`src/rtl/core/led_fade_blink_controller_assert.svh`:
```
// Assertion macros shared by the LED fade controller RTL.
// Both macros sample on i_clk and are switched off while i_rst_n is low.
`ifndef LED_FADE_BLINK_CONTROLLER_ASSERT_SVH
`define LED_FADE_BLINK_CONTROLLER_ASSERT_SVH

// Same-cycle implication: cons must hold whenever ante holds.
`define LFBC_ASSERT_NOW(label, ante, cons) \
    label: assert property (@(posedge i_clk) disable iff (!i_rst_n) (ante) |-> (cons)) \
        else $error("led_fade_blink_controller: assertion failed");

// Next-cycle implication: cons must hold in the cycle after ante holds.
`define LFBC_ASSERT_NEXT(label, ante, cons) \
    label: assert property (@(posedge i_clk) disable iff (!i_rst_n) (ante) |=> (cons)) \
        else $error("led_fade_blink_controller: assertion failed");

`endif

```
`src/rtl/core/lfbc_pkg.sv`:
```
// ----------------------------------------------------------------------------
// lfbc_pkg
// Types, codes and constants shared by the LED fade controller modules.
// ----------------------------------------------------------------------------
`default_nettype none

package lfbc_pkg;

    // Resolution of the PWM channel; written values are masked to this width.
    localparam int LEVEL_BITS = 15;
    localparam logic [14:0] LEVEL_MASK = 15'((17'd1 << LEVEL_BITS) - 17'd1);

    localparam logic [16:0] ELAPSED_MAX = 17'h1FFFF;
    localparam logic signed [15:0] REPEATS_ENDLESS = -16'sd1;
    localparam logic signed [15:0] REPEATS_LAST = 16'sd1;

    // Command codes of the func field.
    localparam logic [2:0] FUNC_TICK        = 3'd0;
    localparam logic [2:0] FUNC_LIGHT_UP    = 3'd1;
    localparam logic [2:0] FUNC_TURN_OFF    = 3'd2;
    localparam logic [2:0] FUNC_SET_LEVEL   = 3'd3;
    localparam logic [2:0] FUNC_RUN_FOREVER = 3'd4;
    localparam logic [2:0] FUNC_RUN_COUNT   = 3'd5;
    localparam logic [2:0] FUNC_RAMP_UP     = 3'd6;
    localparam logic [2:0] FUNC_RAMP_DOWN   = 3'd7;

    // Configuration register indexes.
    localparam logic [1:0] CFG_MAX_LEVEL     = 2'd0;
    localparam logic [1:0] CFG_STEP_SIZE     = 2'd1;
    localparam logic [1:0] CFG_TICK_INTERVAL = 2'd2;

    // Configuration reset values.
    localparam logic [14:0] MAX_LEVEL_RESET     = 15'h7FFF;
    localparam logic [7:0]  STEP_SIZE_RESET     = 8'd1;
    localparam logic [15:0] TICK_INTERVAL_RESET = 16'd1;

    typedef struct packed {
        logic [14:0] max_level;
        logic [7:0]  step_size;
        logic [15:0] tick_interval;
    } t_cfg;

    typedef struct packed {
        logic [14:0]        level;
        logic               fade_upward;
        logic               breathe_active;
        logic               ramp_up_active;
        logic               ramp_down_active;
        logic signed [15:0] repeats_left;
        logic [16:0]        elapsed;
    } t_state;

    typedef struct packed {
        logic [14:0] pwm_level;
        logic        level_written;
        logic        busy_res;
    } t_result;

    // State after everything has been stopped: dark, upward, no mode running.
    function automatic t_state f_idle_state(input logic [15:0] tick_interval);
        t_state s;
        s.level            = '0;
        s.fade_upward      = 1'b1;
        s.breathe_active   = 1'b0;
        s.ramp_up_active   = 1'b0;
        s.ramp_down_active = 1'b0;
        s.repeats_left     = REPEATS_ENDLESS;
        s.elapsed          = {1'b0, tick_interval};
        return s;
    endfunction

endpackage

`default_nettype wire

```
`src/rtl/core/lfbc_step.sv`:
```
// ----------------------------------------------------------------------------
// lfbc_step
// Next-state and result logic for one tick or command word.
// ----------------------------------------------------------------------------
`default_nettype none

module lfbc_step
    import lfbc_pkg::*;
(
    input  t_cfg        i_cfg,
    input  t_state      i_state,
    input  logic [2:0]  i_func,
    input  logic [14:0] i_level_value,
    input  logic [14:0] i_repeat_count,
    output t_state      o_state,
    output t_result     o_result
);

    logic [16:0]        elapsed_inc;
    logic               step_due;
    logic [15:0]        up_sum;
    logic               up_hit;
    logic [16:0]        down_diff;
    logic               down_pos;
    logic signed [15:0] repeats_dec;
    logic               any_active;
    logic               repeats_many;
    logic               finish_block;

    assign elapsed_inc  = (i_state.elapsed == ELAPSED_MAX) ? i_state.elapsed
                                                          : i_state.elapsed + 17'd1;
    // A step is due once the advanced counter exceeds the interval.
    assign step_due     = elapsed_inc > {1'b0, i_cfg.tick_interval};
    assign up_sum       = {1'b0, i_state.level} + {8'd0, i_cfg.step_size};
    assign up_hit       = up_sum >= {1'b0, i_cfg.max_level};
    assign down_diff    = {2'b00, i_state.level} - {9'd0, i_cfg.step_size};
    assign down_pos     = !down_diff[16] && (down_diff != 17'd0);
    assign repeats_dec  = i_state.repeats_left - 16'sd1;
    assign any_active   = i_state.breathe_active || i_state.ramp_up_active
                          || i_state.ramp_down_active;
    assign repeats_many = i_state.repeats_left > REPEATS_LAST;
    // Earlier work that has to run to its end refuses a new mode.
    assign finish_block = repeats_many || i_state.ramp_up_active || i_state.ramp_down_active
                          || (i_state.breathe_active && i_state.repeats_left[15]);

    always_comb begin
        o_state  = i_state;
        o_result = '0;
        unique case (i_func)
            FUNC_TICK: begin
                o_result.busy_res = any_active;
                // At most one step per tick: any step leaves the counter at or
                // below the interval, so later modes see no step due.
                priority if (i_state.breathe_active && step_due) begin
                    o_state.elapsed = '0;
                    if (i_state.fade_upward) begin
                        if (up_hit) begin
                            o_state.level       = i_cfg.max_level;
                            o_state.fade_upward = 1'b0;
                        end else begin
                            o_state.level = up_sum[14:0];
                        end
                    end else if (down_pos) begin
                        o_state.level = down_diff[14:0];
                    end else begin
                        o_state.level       = '0;
                        o_state.fade_upward = 1'b1;
                        if (!i_state.repeats_left[15]) begin
                            o_state.repeats_left = repeats_dec;
                            if (repeats_dec == 16'sd0) begin
                                o_state = f_idle_state(i_cfg.tick_interval);
                            end
                        end
                    end
                    o_result.level_written = 1'b1;
                    o_result.pwm_level     = o_state.level & LEVEL_MASK;
                end else if (i_state.ramp_up_active && step_due) begin
                    if (up_hit) begin
                        o_state.level          = i_cfg.max_level;
                        o_state.ramp_up_active = 1'b0;
                        o_state.elapsed        = {1'b0, i_cfg.tick_interval};
                    end else begin
                        o_state.level   = up_sum[14:0];
                        o_state.elapsed = '0;
                    end
                    o_result.level_written = 1'b1;
                    o_result.pwm_level     = o_state.level & LEVEL_MASK;
                end else if (i_state.ramp_down_active && step_due) begin
                    if (down_pos) begin
                        o_state.level   = down_diff[14:0];
                        o_state.elapsed = '0;
                    end else begin
                        o_state.level            = '0;
                        o_state.ramp_down_active = 1'b0;
                        o_state.elapsed          = {1'b0, i_cfg.tick_interval};
                    end
                    o_result.level_written = 1'b1;
                    o_result.pwm_level     = o_state.level & LEVEL_MASK;
                end else begin
                    o_state.elapsed = elapsed_inc;
                end
            end
            FUNC_LIGHT_UP: begin
                o_state                = f_idle_state(i_cfg.tick_interval);
                o_result.level_written = 1'b1;
                o_result.pwm_level     = LEVEL_MASK;
            end
            FUNC_TURN_OFF: begin
                o_state                = f_idle_state(i_cfg.tick_interval);
                o_result.level_written = 1'b1;
            end
            FUNC_SET_LEVEL: begin
                o_state                = f_idle_state(i_cfg.tick_interval);
                o_state.level          = i_level_value & LEVEL_MASK;
                o_result.level_written = 1'b1;
                o_result.pwm_level     = i_level_value & LEVEL_MASK;
            end
            FUNC_RUN_FOREVER: begin
                if (repeats_many) begin
                    o_state.repeats_left = REPEATS_LAST;
                end else if (!finish_block) begin
                    o_state.breathe_active = 1'b1;
                    o_state.repeats_left   = REPEATS_ENDLESS;
                end
            end
            FUNC_RUN_COUNT: begin
                if (i_state.repeats_left[15]) begin
                    o_state.repeats_left   = {1'b0, i_repeat_count};
                    o_state.breathe_active = 1'b1;
                end
            end
            FUNC_RAMP_UP: begin
                if (repeats_many) begin
                    o_state.repeats_left = REPEATS_LAST;
                end else if (!finish_block && (i_state.level < i_cfg.max_level)) begin
                    o_state.ramp_up_active = 1'b1;
                end
            end
            FUNC_RAMP_DOWN: begin
                if (repeats_many) begin
                    o_state.repeats_left = REPEATS_LAST;
                end else if (!finish_block && (i_state.level != 15'd0)) begin
                    o_state.ramp_down_active = 1'b1;
                end
            end
        endcase
    end

endmodule

`default_nettype wire

```
`src/rtl/core/led_fade_blink_controller.sv`:
```
// ----------------------------------------------------------------------------
// led_fade_blink_controller
// Brightness controller for one PWM-driven LED with fades, ramps and breathing.
// ----------------------------------------------------------------------------
//
//  Channel   Direction  Handshake               Word
//  in        sink       i_in_valid / o_in_stall  func, level_value, repeat_count
//  out       source     o_out_valid / i_out_stall pwm_level, level_written, busy_res
//  cfg       sink       i_cfg_valid / o_cfg_ready register index, write data
//
// Every input word is handled at the edge that accepts it: the controller
// state is updated and the result word is captured in the output register,
// or in the skid register when the output register is full, so one word per
// cycle is sustained while o_in_stall is low. A skid register behind the
// output register lets a second word be accepted while the first result is
// still stalled; o_in_stall rises only when both are full. Reset is
// synchronous and returns the configuration registers and the fade state
// to their defaults. Configuration writes are always taken.
//
`default_nettype none
`include "led_fade_blink_controller_assert.svh"

module led_fade_blink_controller
    import lfbc_pkg::*;
(
    input  logic        i_clk,
    input  logic        i_rst_n,
    // Input word channel.
    input  logic        i_in_valid,
    output logic        o_in_stall,
    input  logic [2:0]  i_func,
    input  logic [14:0] i_level_value,
    input  logic [14:0] i_repeat_count,
    // Result word channel.
    output logic        o_out_valid,
    input  logic        i_out_stall,
    output logic [14:0] o_pwm_level,
    output logic        o_level_written,
    output logic        o_busy_res,
    // Configuration write channel.
    input  logic        i_cfg_valid,
    output logic        o_cfg_ready,
    input  logic [1:0]  i_cfg_index,
    input  logic [15:0] i_cfg_data
);

    t_cfg    r_cfg;
    t_state  r_state;
    t_state  n_state;
    t_result n_result;

    t_result r_out;
    logic    r_out_valid;
    t_result r_skid;
    logic    r_skid_valid;

    logic    in_accept;
    logic    out_take;

    // The step logic sees the current state and produces the state and the
    // result word for the item presented at the input.
    lfbc_step u_step (
        .i_cfg          (r_cfg),
        .i_state        (r_state),
        .i_func         (i_func),
        .i_level_value  (i_level_value),
        .i_repeat_count (i_repeat_count),
        .o_state        (n_state),
        .o_result       (n_result)
    );

    // Only a full skid register holds the input back.
    assign o_in_stall  = r_skid_valid;
    assign in_accept   = i_in_valid && !r_skid_valid;
    assign out_take    = r_out_valid && !i_out_stall;
    assign o_cfg_ready = 1'b1;

    // Configuration registers. Writes to an index beyond the list are dropped.
    always_ff @(posedge i_clk) begin
        if (!i_rst_n) begin
            r_cfg.max_level     <= MAX_LEVEL_RESET;
            r_cfg.step_size     <= STEP_SIZE_RESET;
            r_cfg.tick_interval <= TICK_INTERVAL_RESET;
        end else if (i_cfg_valid) begin
            unique case (i_cfg_index)
                CFG_MAX_LEVEL:     r_cfg.max_level     <= i_cfg_data[14:0];
                CFG_STEP_SIZE:     r_cfg.step_size     <= i_cfg_data[7:0];
                CFG_TICK_INTERVAL: r_cfg.tick_interval <= i_cfg_data;
                default: begin
                end
            endcase
        end
    end

    // Fade state advances once per accepted word.
    always_ff @(posedge i_clk) begin
        if (!i_rst_n) begin
            r_state <= f_idle_state(TICK_INTERVAL_RESET);
        end else if (in_accept) begin
            r_state <= n_state;
        end
    end

    // Output register and skid register valid flags.
    always_ff @(posedge i_clk) begin
        if (!i_rst_n) begin
            r_out_valid  <= 1'b0;
            r_skid_valid <= 1'b0;
        end else if (out_take) begin
            // The skid word, when present, moves up; otherwise a new word may
            // take the freed place directly.
            if (r_skid_valid) begin
                r_skid_valid <= 1'b0;
            end else begin
                r_out_valid <= in_accept;
            end
        end else if (in_accept) begin
            if (r_out_valid) begin
                r_skid_valid <= 1'b1;
            end else begin
                r_out_valid <= 1'b1;
            end
        end
    end

    // Result payloads carry no reset.
    always_ff @(posedge i_clk) begin
        if (out_take) begin
            if (r_skid_valid) begin
                r_out <= r_skid;
            end else if (in_accept) begin
                r_out <= n_result;
            end
        end else if (in_accept) begin
            if (r_out_valid) begin
                r_skid <= n_result;
            end else begin
                r_out <= n_result;
            end
        end
    end

    assign o_out_valid     = r_out_valid;
    assign o_pwm_level     = r_out.pwm_level;
    assign o_level_written = r_out.level_written;
    assign o_busy_res      = r_out.busy_res;

    // The skid register is only ever filled behind a full output register.
    `LFBC_ASSERT_NOW(a_skid_behind_out, r_skid_valid, r_out_valid)
    // A word accepted while the output is stalled must land in the skid register.
    `LFBC_ASSERT_NEXT(a_skid_fill, in_accept && r_out_valid && i_out_stall, r_skid_valid)
    // The two ramps refuse each other, so they never run together.
    `LFBC_ASSERT_NOW(a_one_ramp, r_state.ramp_up_active, !r_state.ramp_down_active)
    // The repeat count is either endless or a non-negative count.
    `LFBC_ASSERT_NOW(a_repeats_range, r_state.repeats_left[15],
                     r_state.repeats_left == REPEATS_ENDLESS)

endmodule

`default_nettype wire
```
`config.mk`:
```
export PLATFORM = sky130hd
export DESIGN_NAME = led_fade_blink_controller
export DESIGN_NICKNAME = d
export VERILOG_FILES = /design/src/rtl/core/lfbc_pkg.sv /design/src/rtl/core/lfbc_step.sv /design/src/rtl/core/led_fade_blink_controller.sv
export VERILOG_INCLUDE_DIRS = /design/src /design/src/rtl/core
export SDC_FILE = /design/constraint.sdc
export NUM_CORES = 1
export LEC_CHECK = 0
export BUFFER_PORTS_ARGS = -buffer_cell sky130_fd_sc_hd__clkbuf_2
export CORE_AREA = 2 2 208 210
export DETAILED_ROUTE_END_ITERATION = 10
export DIE_AREA = 0 0 210 212
export PLACE_DENSITY = 0.5
export SKIP_CTS_REPAIR_TIMING = 1
export SYNTH_ARGS = -nofsm -noshare
export SYNTH_HDL_FRONTEND = slang
export SYNTH_HIERARCHICAL = 1
export SYNTH_SLANG_ARGS = --single-unit
```
`constraint.sdc`:
```
create_clock -name i_clk -period 5.02 [get_ports i_clk]
set_input_delay 1.004 -clock i_clk [delete_from_list [all_inputs] [get_ports i_clk]]
set_output_delay 1.004 -clock i_clk [all_outputs]
set_load 0.005 [all_outputs]
```
Word-level counts from Yosys, hierarchy flattened
Cells that the tools add are included.
{ "classes": {"muxes": 61, "n_reduce_logical": 49, "n_bitwise": 2, "n_eq_ne": 35, "addsub": 4, "n_lt_le_gt_ge": 4} }
{ "op_table": {"columns": ["operator", "count"], "rows": [
  ["$mux 52", 4],
  ["$mux 16", 10],
  ["$mux 17", 9],
  ["$mux 36", 3],
  ["$mux 15", 7],
  ["$pmux 16 s5", 1],
  ["$pmux 16 s3", 1],
  ["$pmux 15 s3", 1],
  ["$mux 37", 1],
  ["$pmux 17 s2", 1],
  ["$reduce_and 10->1", 3],
  ["$ne 2x2->1 const B", 9],
  ["$add 17x1->17 const B", 1],
  ["$eq 17x17->1 const B", 1],
  ["$gt 17x16->1", 1],
  ["$mux 1", 17],
  ["$reduce_bool 17->1", 1],
  ["$add 15x8->16", 1],
  ["$ge 16x15->1", 1],
  ["$gt 16x2->1 const B", 1],
  ["$logic_not 16->1", 1],
  ["$sub 15x8->16", 1],
  ["$sub 16x2->16 const B", 1],
  ["$lt 15x15->1", 1],
  ["30 further kinds", 77]
]} }
{ "word_totals": {"ff_bits": 127, "out_inout_bits": 20, "wordCells": 174, "inputBits": 56} }

Logic depth before layout (Yosys ltp)
Gate-level depths: netlist of run 1.
{ "depth": {"word_depth": 15, "mapped_depth": 22, "mapped_depth_nobuf": 20} }

Cells and area by module
Netlist of run 1, hierarchy kept.
{ "by_module_without_submodules": {"columns": ["mod", "seq_area_each_um2", "cells_each", "area_each_um2", "n_inst"], "rows": [
  ["lfbc_step", 0.0, 932, 5869.4, 1],
  ["led_fade_blink_controller", 2882.8, 458, 4634.4, 1]
]} }

Worst setup path before layout of run 1
OpenSTA, ideal clock, no wires.
{ "synth_path": {"path_kind": "register to register", "startpoint": "register r_state[37] (netlist name)", "endpoint": "register r_out, in the netlist o_pwm_level[14], data pin", "slack_ns": 0.263, "stages_incl_launch_ff": 20, "arrival_time_ns": 4.497, "t_required_ns": 4.760, "period_less_slack_ns": 4.757, "cell_sequence": "dfxtp_1 > ha_1 > inv_1 > fa_1 > o21ba_2 > nor4_1 > o31ai_1 > nor3_1 > xnor2_1 > ha_1 > a211o_1 > a21oi_1 > o211ai_1 > o21a_1 > nor2_1 > buf_2 > mux2_2 > a2111oi_0 > o21ai_0 > mux2_2"} }
{ "synth_rtl": {"columns": ["element", "line", "text"], "rows": [
  ["start: declaration", "led_fade_blink_controller.sv:48", "t_state r_state;"],
  ["start signal: assignment", "led_fade_blink_controller.sv:98", "r_state <= f_idle_state(TICK_INTERVAL_RESET);"],
  ["start signal: assignment", "led_fade_blink_controller.sv:100", "r_state <= n_state;"],
  ["end signal: assignment", "led_fade_blink_controller.sv:130", "r_out <= r_skid;"],
  ["end signal: assignment", "led_fade_blink_controller.sv:132", "r_out <= n_result;"],
  ["end signal: assignment", "led_fade_blink_controller.sv:138", "r_out <= n_result;"],
  ["end: declaration", "led_fade_blink_controller.sv:52", "t_result r_out;"]
]} }

==> metrics, run 1 <==
crit start category=flop; type of the most critical hold path=flop to flop; FF-to-FF setup slack=0.20 ns; CP arrival=~5.0 ns; Total GRT Usage=17.6%; initial antenna violation count=1; Clock Tree Buf Depth=2; adder-cell share of the synthesized area=8.12%; total congestion overflow=0; outcome=finished, final reports clean; Worst Hold End=r_cfg[33]; dpl ws=0.0627 ns; # Max-Cap Violations=0; post-synthesis sequential area ratio=a little over a quarter; FFs w/ async S/R, synth=0%; first-pass GRT wire length=60300 um; TritonCTS clock tree=done; slowest stage delay, CP=0.56 ns; Rows=76; placed cells=between 1.5k and 2k; area leader, netlist=dfxtp_1; number of buffers added on ports=74; DR DRC count=0; kind of critical path=flop to flop; post-synth net total=1513; RR Startpoint=r_state[1]; number of flops mapped to enable cells by yosys=34; Worst Path Required=~5.2 ns; hold path startpoint=r_cfg[33]; vias in the first global route=10.1k; final worst-path cycle share=96.1%; crit end category=flop; vias=10.6k; Die Wd=around 210 um; fin crit period=4.82 ns; Slew headroom=23.7%; mux cell area share after synthesis=4.42%; fmax=approximately 210 MHz; CP Cell Sequence=ha_1 > and2_1 > nand4_1 > nor3_1 > nor2_1 > nand3_1 > xnor2_1 > ha_1 > a21oi_1 > a21oi_1 > or4_1 > o31a_1 > o21ai_1 > buf_4 > nor3_1 > a2111oi_1 > o21ai_0 > mux2_2; Yosys top cell area share=17.7%; Syn-to-layout area delta=18.3%; Placeable Area=~0.043 sq mm; Hold Fails Final Rpt=0; antenna-violating nets left=0; Area contributors post-synth=dfxtp_1 18%, edfxtp_1 9.7%, nand2_1 9.1%, ha_1 7.7%, a21oi_1 3.9%; Worst Clk Skew=0.0156 ns; Post-Synth Simple-Gate Area=26.4%; Yosys reg bits=about 130; largest family of logic cells by synthesized area=simple AND/OR/NAND/NOR gates; first-pass iteration count of the detailed router=6; Ports=76; unrepaired setup endpoints after global routing=yes; total CTS buffers=17; later-pin clock latency in the skew report=0.45 ns; Final setup viols=0; Top FF cell, synth=dfxtp_1; Worst Tran Pin Value=1.14 ns; routed len/inst=19.2 um; largest net degree at the start of global routing=89; Leak=between 0.005 and 0.006 uW; fraction of layout cells with a size suffix above 1=17.6%; Synth Area in Compound Gates=a little under a quarter; Die Span Y=about 210 um; Crit-path slowest cell=or4_1; Detailed Route Iter0 Violations=1065; clock root buffer=clkbuf_16; YS warnings=6; final wirelength=38900 um; path depth of the worst reg2reg path=18; pwr dens=between 200 and 250 mW/mm^2; clk slew on worst S/H paths=0.06 ns; Max IR drop VDD=0.130 mV; Finished Layout Cells=roughly 2.0k; Post-Synthesis Cells=1390; CTS H-Tree Depth=4; post-synthesis cell type count=87; Vias/cell=5.22; Die ar.=0.0445 sq mm; Sink Count=127; hold-critical path depth=2; synthesized area per cell=7.56 sq um; # nets final=1588; Final Max Slew Viols=0; dpl hpwl=~29000 um; Starting Density=24.7%; cell area after synthesis=about 0.011 sq mm; min setup slack post-route=around 0.20 ns; XOR/XNOR share of the synthesized area=under 10%; routability congestion estimate=0.900; worst-path maximum fanout=10; reg2reg end=o_pwm_level[14]
==> synth_stat cells, types with 17 or more instances <==
cell	instances
buf_2	22
clkbuf_1	63
o21ai_0	79
o22ai_1	17
nand2b_1	19
mux2i_1	19
xnor2_1	28
nand2_1	255
dfxtp_1	93
edfxtp_1	34
nor4_1	24
nand3_1	81
nor3_1	40
inv_1	57
ha_1	65
nor2_1	78
a211oi_1	18
a21oi_1	81
a21boi_1	32
==> power breakdown <==
| group | internal, uW | switching, uW | total (uW) |
|---|---|---|---|
| registers | 1100 | 55.8 | 1160 |
| clock network | 660 | 516 | 1180 |
| logic | 235 | 408 | 643 |
==> cell usage in the layout (no fill, tap or decap), types with 34 or more instances in the layout <==
cell and n:
a21oi_1 79, buf_4 80, clkbuf_2 74, dfxtp_1 92, edfxtp_1 34, ha_1 63, inv_1 57, nand2_1 255
nand3_1 81, nor2_1 75, nor3_1 36, o21ai_0 78
==> worst max-delay path, delay by kind of cell, from the launching register on <==
kind | cells | cell delay, ns
adder cells (fa/ha/maj) | 2 | 0.49
buffers and inverters | 1 | 0.21
multiplexers | 1 | 0.31
AND/OR/NAND/NOR | 7 | 1.51
flip-flops | 1 | 0.38
AO/OA/AOI/OAI | 6 | 1.52
XOR/XNOR | 1 | 0.17
==> through the flow <==
stage                     area [sq um]  power [uW]  setup TNS (ns)  hold WS [ns]  util (%)
final                            12400        2980               0         0.469      29.2
after global routing             12400        3120         -0.0992         0.504      29.2
after CTS                        12300        2990               0         0.475      29.0
after detailed placement         11800        1810               0         0.457      27.7
after global placement           11800        1800               0         0.455      27.7
after floorplan                  10500        1570               0         0.434         -
==> final cells by class <==
type | count | area (sq um)
fillers | 4634 | 30100
multi-input cells | 1106 | 7090
flip-flops and latches | 127 | 2880
repair buffers | 156 | 1020
well taps | 546 | 683
clock buffers | 20 | 458
inverters | 57 | 214
clock inverters | 12 | 82.6
diodes | 1 | 2.50
==> flip-flops by register name (all words and copies together) (netlist names) <==
register         cells
o_busy_res           1
r_cfg               39
o_in_stall           1
r_skid              17
o_pwm_level         15
o_level_written      1
r_state             52
o_out_valid          1
==> worst max-delay path by stage <==
stage,start,to,depth (start not counted)
after CTS,r_cfg[17],o_pwm_level[7],20
after global routing,r_cfg[16],o_pwm_level[1],20
after floorplan,r_state[37],o_pwm_level[14],19
after global placement,r_cfg[17],o_pwm_level[7],20
final,r_state[1],o_pwm_level[14],18
after detailed placement,r_cfg[17],o_pwm_level[7],20
==> kinds of logic after synthesis <==
group | Yosys count
AO/OA/AOI/OAI | 377
XOR/XNOR | 38
adder cells (fa/ha/maj) | 67
buffers and inverters | 157
flip-flops | 127
multiplexers | 40
other | 1
AND/OR/NAND/NOR | 583
==> per-layer routing <==
layer	vias to the layer above	wire, um	GRT usage (%)
met2	313	17900	29.0
met3	50	1830	2.67
li1	5165	-	-
met1	5047	18600	24.0
met5	-	0	0
met4	0	653	4.67
Power figures use the tool's default switching activity.
==> run 2, diff against run 1 <==
- CELL_PAD_IN_SITES_DETAIL_PLACEMENT: not set -> 1
- CELL_PAD_IN_SITES_GLOBAL_PLACEMENT: not set -> 1
- PLACE_DENSITY: 0.5 -> 0.6
==> metrics, run 2 (synthesis results as in run 1) <==
outcome=finished, final reports clean; max reg flops=52 (unchanged); Die ar.=0.0445 sq mm (unchanged); total congestion overflow=0 (unchanged); TritonCTS clock tree=done; clock root buffer=clkbuf_16; final worst-path cycle share=96.2% (about the same); Sink Count=127 (unchanged); Max IR drop VDD=0.238 mV (+83%); final wirelength=41600 um (+6.9%); type of the most critical hold path=flop to flop; setup TNS=0 ns (unchanged); fin crit period=4.83 ns (+0.00235 ns); Rows=76 (unchanged); Final setup viols=0 (unchanged); Hold Fails Final Rpt=0 (unchanged); placed cell areas=0.0119 sq mm (+0.87%); clk slew on worst S/H paths=0.06 ns (about the same); met2 GRT Util=31.4% (+2.4 points); first-pass iteration count of the detailed router=5 (-1); GR Util met1=24.9% (+0.83 points); Vias/cell=5.37 (+2.8%); busiest grt layer=met2; Detailed Route Iter0 Violations=716 (-33%); Worst Path Required=5.22 ns (about the same); # nets final=1600 (+0.76%); DR DRC count=0 (unchanged); fraction of layout cells with a size suffix above 1=17.9% (+0.34 points); worst-path maximum fanout=11 (+1); pwr dens=240 mW/mm^2 (about the same); Placeable Area=0.0425 sq mm (unchanged); first-pass GRT wire length=64800 um (+7.4%); Starting Density=24.7% (unchanged); path depth of the worst reg2reg path=20 (+2); crit end category=flop; dpl hpwl=31300 um (+9.6%); final instance area=0.0125 sq mm (+0.85%); number of buffers added on ports=74 (unchanged); Die Wd=210 um (unchanged); Syn-to-layout area delta=19.3%; initial antenna violation count=2 (+1); vias=10.9k (+3.4%); Ports=76 (unchanged); routability congestion estimate=0.900 (+0.10%); min setup slack post-route=0.193 ns (-0.00235 ns); Largest Register=r_state; fmax=207 MHz (about the same); antenna-violating nets left=0 (unchanged); Worst Clk Skew=0.0109 ns (-0.00468 ns); Die Span Y=212 um (unchanged); commonest cells after routing, fill and taps aside=255 x nand2_1, 91 x dfxtp_1, 90 x buf_4; Worst Tran Pin Value=1.20 ns (+0.0616 ns); Regs by FF count=r_state (52), r_cfg (39), r_skid (17); Slew headroom=19.5% (-4.1 points); kind of critical path=flop to flop; Final Max Slew Viols=0 (unchanged); Filler cells=5105 (+10%); routed len/inst=20.4 um (+6.3%); Leak=0.00536 uW (+1.4%); hold-critical path depth=2 (unchanged); total CTS buffers=17 (unchanged); crit start category=flop; global-route met3 utilization=2.45% (-0.22 points); Total Power=3010 uW (+0.92%); Clock Tree Buf Depth=2 (unchanged); Total GRT Usage=18.8% (+1.2 points); later-pin clock latency in the skew report=0.45 ns (about the same); CTS H-Tree Depth=4 (unchanged); # Max-Cap Violations=0 (unchanged); vias in the first global route=11.1k (+9.8%); commonest non-fill, non-tap cell in the layout=nand2_1; largest net degree at the start of global routing=76 (-15%); CP arrival=5.02 ns (about the same); dpl ws=-0.127 ns (-0.190 ns)
[run 2: cell count changes in the layout (fill, tap and decap cells not counted), sizes merged]
cell | before | now
buf | 83 | 95
inv | 62 | 58
clkinv | 5 | 7
bufinv | 0 | 1
clkbuf | 93 | 92
clkinvlp | 2 | 3
[run 2: final timing paths]
check                                start         endpoint  slack, ns
worst max-delay path            r_state[1]  o_pwm_level[10]       0.19
worst min-delay path             r_cfg[29]        r_cfg[29]       0.47
worst max register to register  r_state[1]  o_pwm_level[10]       0.19
worst min register to register   r_cfg[29]        r_cfg[29]       0.47
[run 2: worst max-delay path, stage by stage, from the launching register on]
cell      delay (ns)
dfxtp_2         0.37
ha_1            0.18
and2_4          0.16
nand4_1         0.15
or3_1           0.37
and3_1          0.21
nand4_1         0.12
xnor2_1         0.16
ha_1            0.28
nand3_1         0.07
a21oi_1         0.06
or4_4           0.51
o31a_1          0.43
o21ai_1         0.17
buf_4           0.17
buf_6           0.16
a211oi_1        0.07
a311oi_1        0.33
o31ai_2         0.14
nand2b_4        0.19
mux2_4          0.26
[run 2: metrics by stage]
stage          std cells  hold slack [ns]  utilization (%)
2_1_floorplan       1390            0.434                -
3_3_place_gp        2004            0.453             27.9
3_5_place_dp        2004            0.457             27.9
4_1_cts             2035            0.473             29.2
5_1_grt             2036            0.501             29.5
6_report            2036            0.466             29.5
[run 2: area by class of cell]
cell class,instances,area (sq um),share of cell area (%)
inverters,57,214,1.71
clock inverters,12,97.6,0.779
well taps,546,683,5.45
diodes,1,2.50,0.0200
multi-input cells,1106,7090,56.6
flip-flops and latches,127,2890,23.0
clock buffers,19,433,3.45
repair buffers,168,1120,8.96
[run 2: routing by layer]
metal / share of wire, % / vias up / routed length, um
li1: - / 5187 / -
met1: 47 / 5434 / 19400
met2: 47 / 253 / 19400
met3: 3.8 / 61 / 1580
met4: 2.7 / 0 / 1130
met5: 0 / - / 0
[run 2: where the power goes]
| part | switching [uW] | internal (uW) |
|---|---|---|
| Combinational | 418 | 245 |
| Sequential | 63.4 | 1100 |
| Clock | 505 | 671 |
| Total | 986 | 2020 |
==> run 3, diff against run 2 <==
- PLACE_DENSITY: 0.6 -> 0.59
==> metrics, run 3 (synthesis results as in run 1) <==
buffers plus inverters on the worst setup path=2 (unchanged); Largest Register=r_state; Worst Tran Pin Value=1.16 ns (-0.0467 ns); placed cell areas=0.0118 sq mm (-0.44%); type of the most critical hold path=flop to flop; area occupied by registers=0.00289 sq mm (unchanged); worst-path maximum fanout=12 (+1); fmax=208 MHz (+0.40%); CP arrival=5.00 ns (-0.02 ns); clk slew on worst S/H paths=0.06 ns (about the same); Ports=76 (unchanged); pwr dens=242 mW/mm^2 (+0.74%); unrepaired setup endpoints after global routing=yes; Die ar.=0.0445 sq mm (unchanged); kind of critical path=flop to flop; FF-to-FF setup slack=0.21 ns (+0.02 ns); diode count=0 (-1); Worst Path Required=5.22 ns (about the same); Starting Density=24.7% (unchanged); slowest stage delay, CP=0.52 ns (about the same); multi-input combinational cell area=0.00710 sq mm (about the same); Hold Fails Final Rpt=0 (unchanged); Die Wd=210 um (unchanged); first-pass iteration count of the detailed router=6 (+1); clock root buffer=clkbuf_16; commonest non-fill, non-tap cell in the layout=nand2_1; Filler cells=5099 (-0.12%); later-pin clock latency in the skew report=0.46 ns (about the same); Worst Clk Skew=0.0154 ns (+0.00444 ns); # nets final=1604 (+0.25%); Syn-to-layout area delta=19.7%; fraction of layout cells with a size suffix above 1=18.1% (+0.21 points); initial antenna violation count=2 (unchanged); Regs by FF count=r_state (52), r_cfg (39), r_skid (17); total CTS buffers=17 (unchanged); commonest cells after routing, fill and taps aside=255 x nand2_1, 94 x buf_4, 91 x dfxtp_1; Slew headroom=22.7% (+3.1 points); Sink Count=127 (unchanged); fin crit period=4.81 ns (-0.0195 ns); dpl hpwl=31500 um (+0.58%); outcome=finished, final reports clean; DR DRC count=0 (unchanged); dpl ws=0.00463 ns (+0.132 ns); final hold slack=0.470 ns (+0.00343 ns); min setup slack post-route=0.212 ns (+0.0195 ns); Clock Tree Buf Depth=2 (unchanged); CP Cell Sequence=and4_2 > nand4_1 > or3_1 > and3_1 > nand4_1 > xnor2_1 > ha_1 > nand3_1 > a21oi_1 > or4_4 > o31a_1 > nor2_1 > nor2_1 > buf_4 > a2111oi_1 > buf_4 > o21ai_0 > mux2_2; routability congestion estimate=0.887 (-1.5%); crit end category=flop; Crit-path slowest cell=or4_4; antenna-violating nets left=0 (unchanged); # Max-Cap Violations=0 (unchanged); Vias/cell=5.38 (+0.19%); Max IR drop VDD=0.164 mV (-31%); Placeable Area=0.0425 sq mm (unchanged); Total GRT Usage=19.0% (+0.22 points); largest net degree at the start of global routing=82 (+7.9%); Detailed Route Iter0 Violations=737 (+2.9%); total congestion overflow=0 (unchanged); final wirelength=42600 um (+2.4%); CTS H-Tree Depth=4 (unchanged); max reg flops=52 (unchanged); Die Span Y=212 um (unchanged); final worst-path cycle share=95.8% (-0.39 points); setup TNS=0 ns (unchanged); vias=11.0k (+0.38%); routed len/inst=20.9 um (+2.2%); Final Max Slew Viols=0 (unchanged); first-pass GRT wire length=64700 um (about the same); Rows=76 (unchanged); Final setup viols=0 (unchanged); cell family with most CP delay=simple AND/OR/NAND/NOR gates; number of buffers added on ports=74 (unchanged); vias in the first global route=10.9k (-1.4%); TritonCTS clock tree=done; final instance area=0.0126 sq mm (+0.33%); Leak=0.00535 uW (-0.16%); crit start category=flop
==> run 3: cell types whose count changed in the layout (fill, tap and decap cells not counted), sizes merged <==
| cell | change |
|---|---|
| buf | +4 |
| bufinv | -1 |
| clkbuf | -1 |
| clkinv | -1 |
| clkinvlp | +1 |
| diode | -1 |
| inv | +3 |
==> run 3: worst register-to-register path, stage by stage (launching register included) <==
cell,delay (ns)
dfxtp_1,0.40
and4_2,0.33
nand4_1,0.17
or3_1,0.37
and3_1,0.21
nand4_1,0.11
xnor2_1,0.17
ha_1,0.29
nand3_1,0.07
a21oi_1,0.06
or4_4,0.52
o31a_1,0.41
nor2_1,0.20
nor2_1,0.06
buf_4,0.19
a2111oi_1,0.37
buf_4,0.18
o21ai_0,0.12
mux2_2,0.32
==> run 3: report_power, final <==
group	internal, uW	total, uW	switching (uW)
Combinational	249	678	429
Clock	664	1200	535
Sequential	1100	1160	57.4
Total	2020	3040	1020
==> run 3: cell type report <==
class,count,area share [%]
clock buffers,18,3.58
clock inverters,14,0.856
inverters,57,1.70
multi-input cells,1106,56.4
flip-flops and latches,127,22.9
well taps,546,5.43
repair buffers,172,9.03
==> run 3: path summary, 6_finish.rpt <==
check                                 from               to  depth (start not counted)
worst min register to register   r_cfg[13]        r_cfg[13]                          2
worst min-delay path             r_cfg[13]        r_cfg[13]                          2
worst max-delay path            r_state[6]  o_pwm_level[14]                         18
worst max register to register  r_state[6]  o_pwm_level[14]                         18
==> run 3: through the flow <==
stage	util, %	cells	total power (uW)
6_report	29.6	2040	3040
5_1_grt	29.6	2040	3180
4_1_cts	29.1	2034	3050
3_5_place_dp	27.8	2002	1830
3_3_place_gp	27.8	2002	1810
2_1_floorplan	-	1390	1570
==> run 3: per-layer routing <==
layer,up-vias,share of wire (%),track usage [%]
met1,5461,47,25.0
met2,260,47,32.0
met3,59,3.9,2.90
met4,0,2.5,6.26
li1,5197,-,-
met5,-,0,0
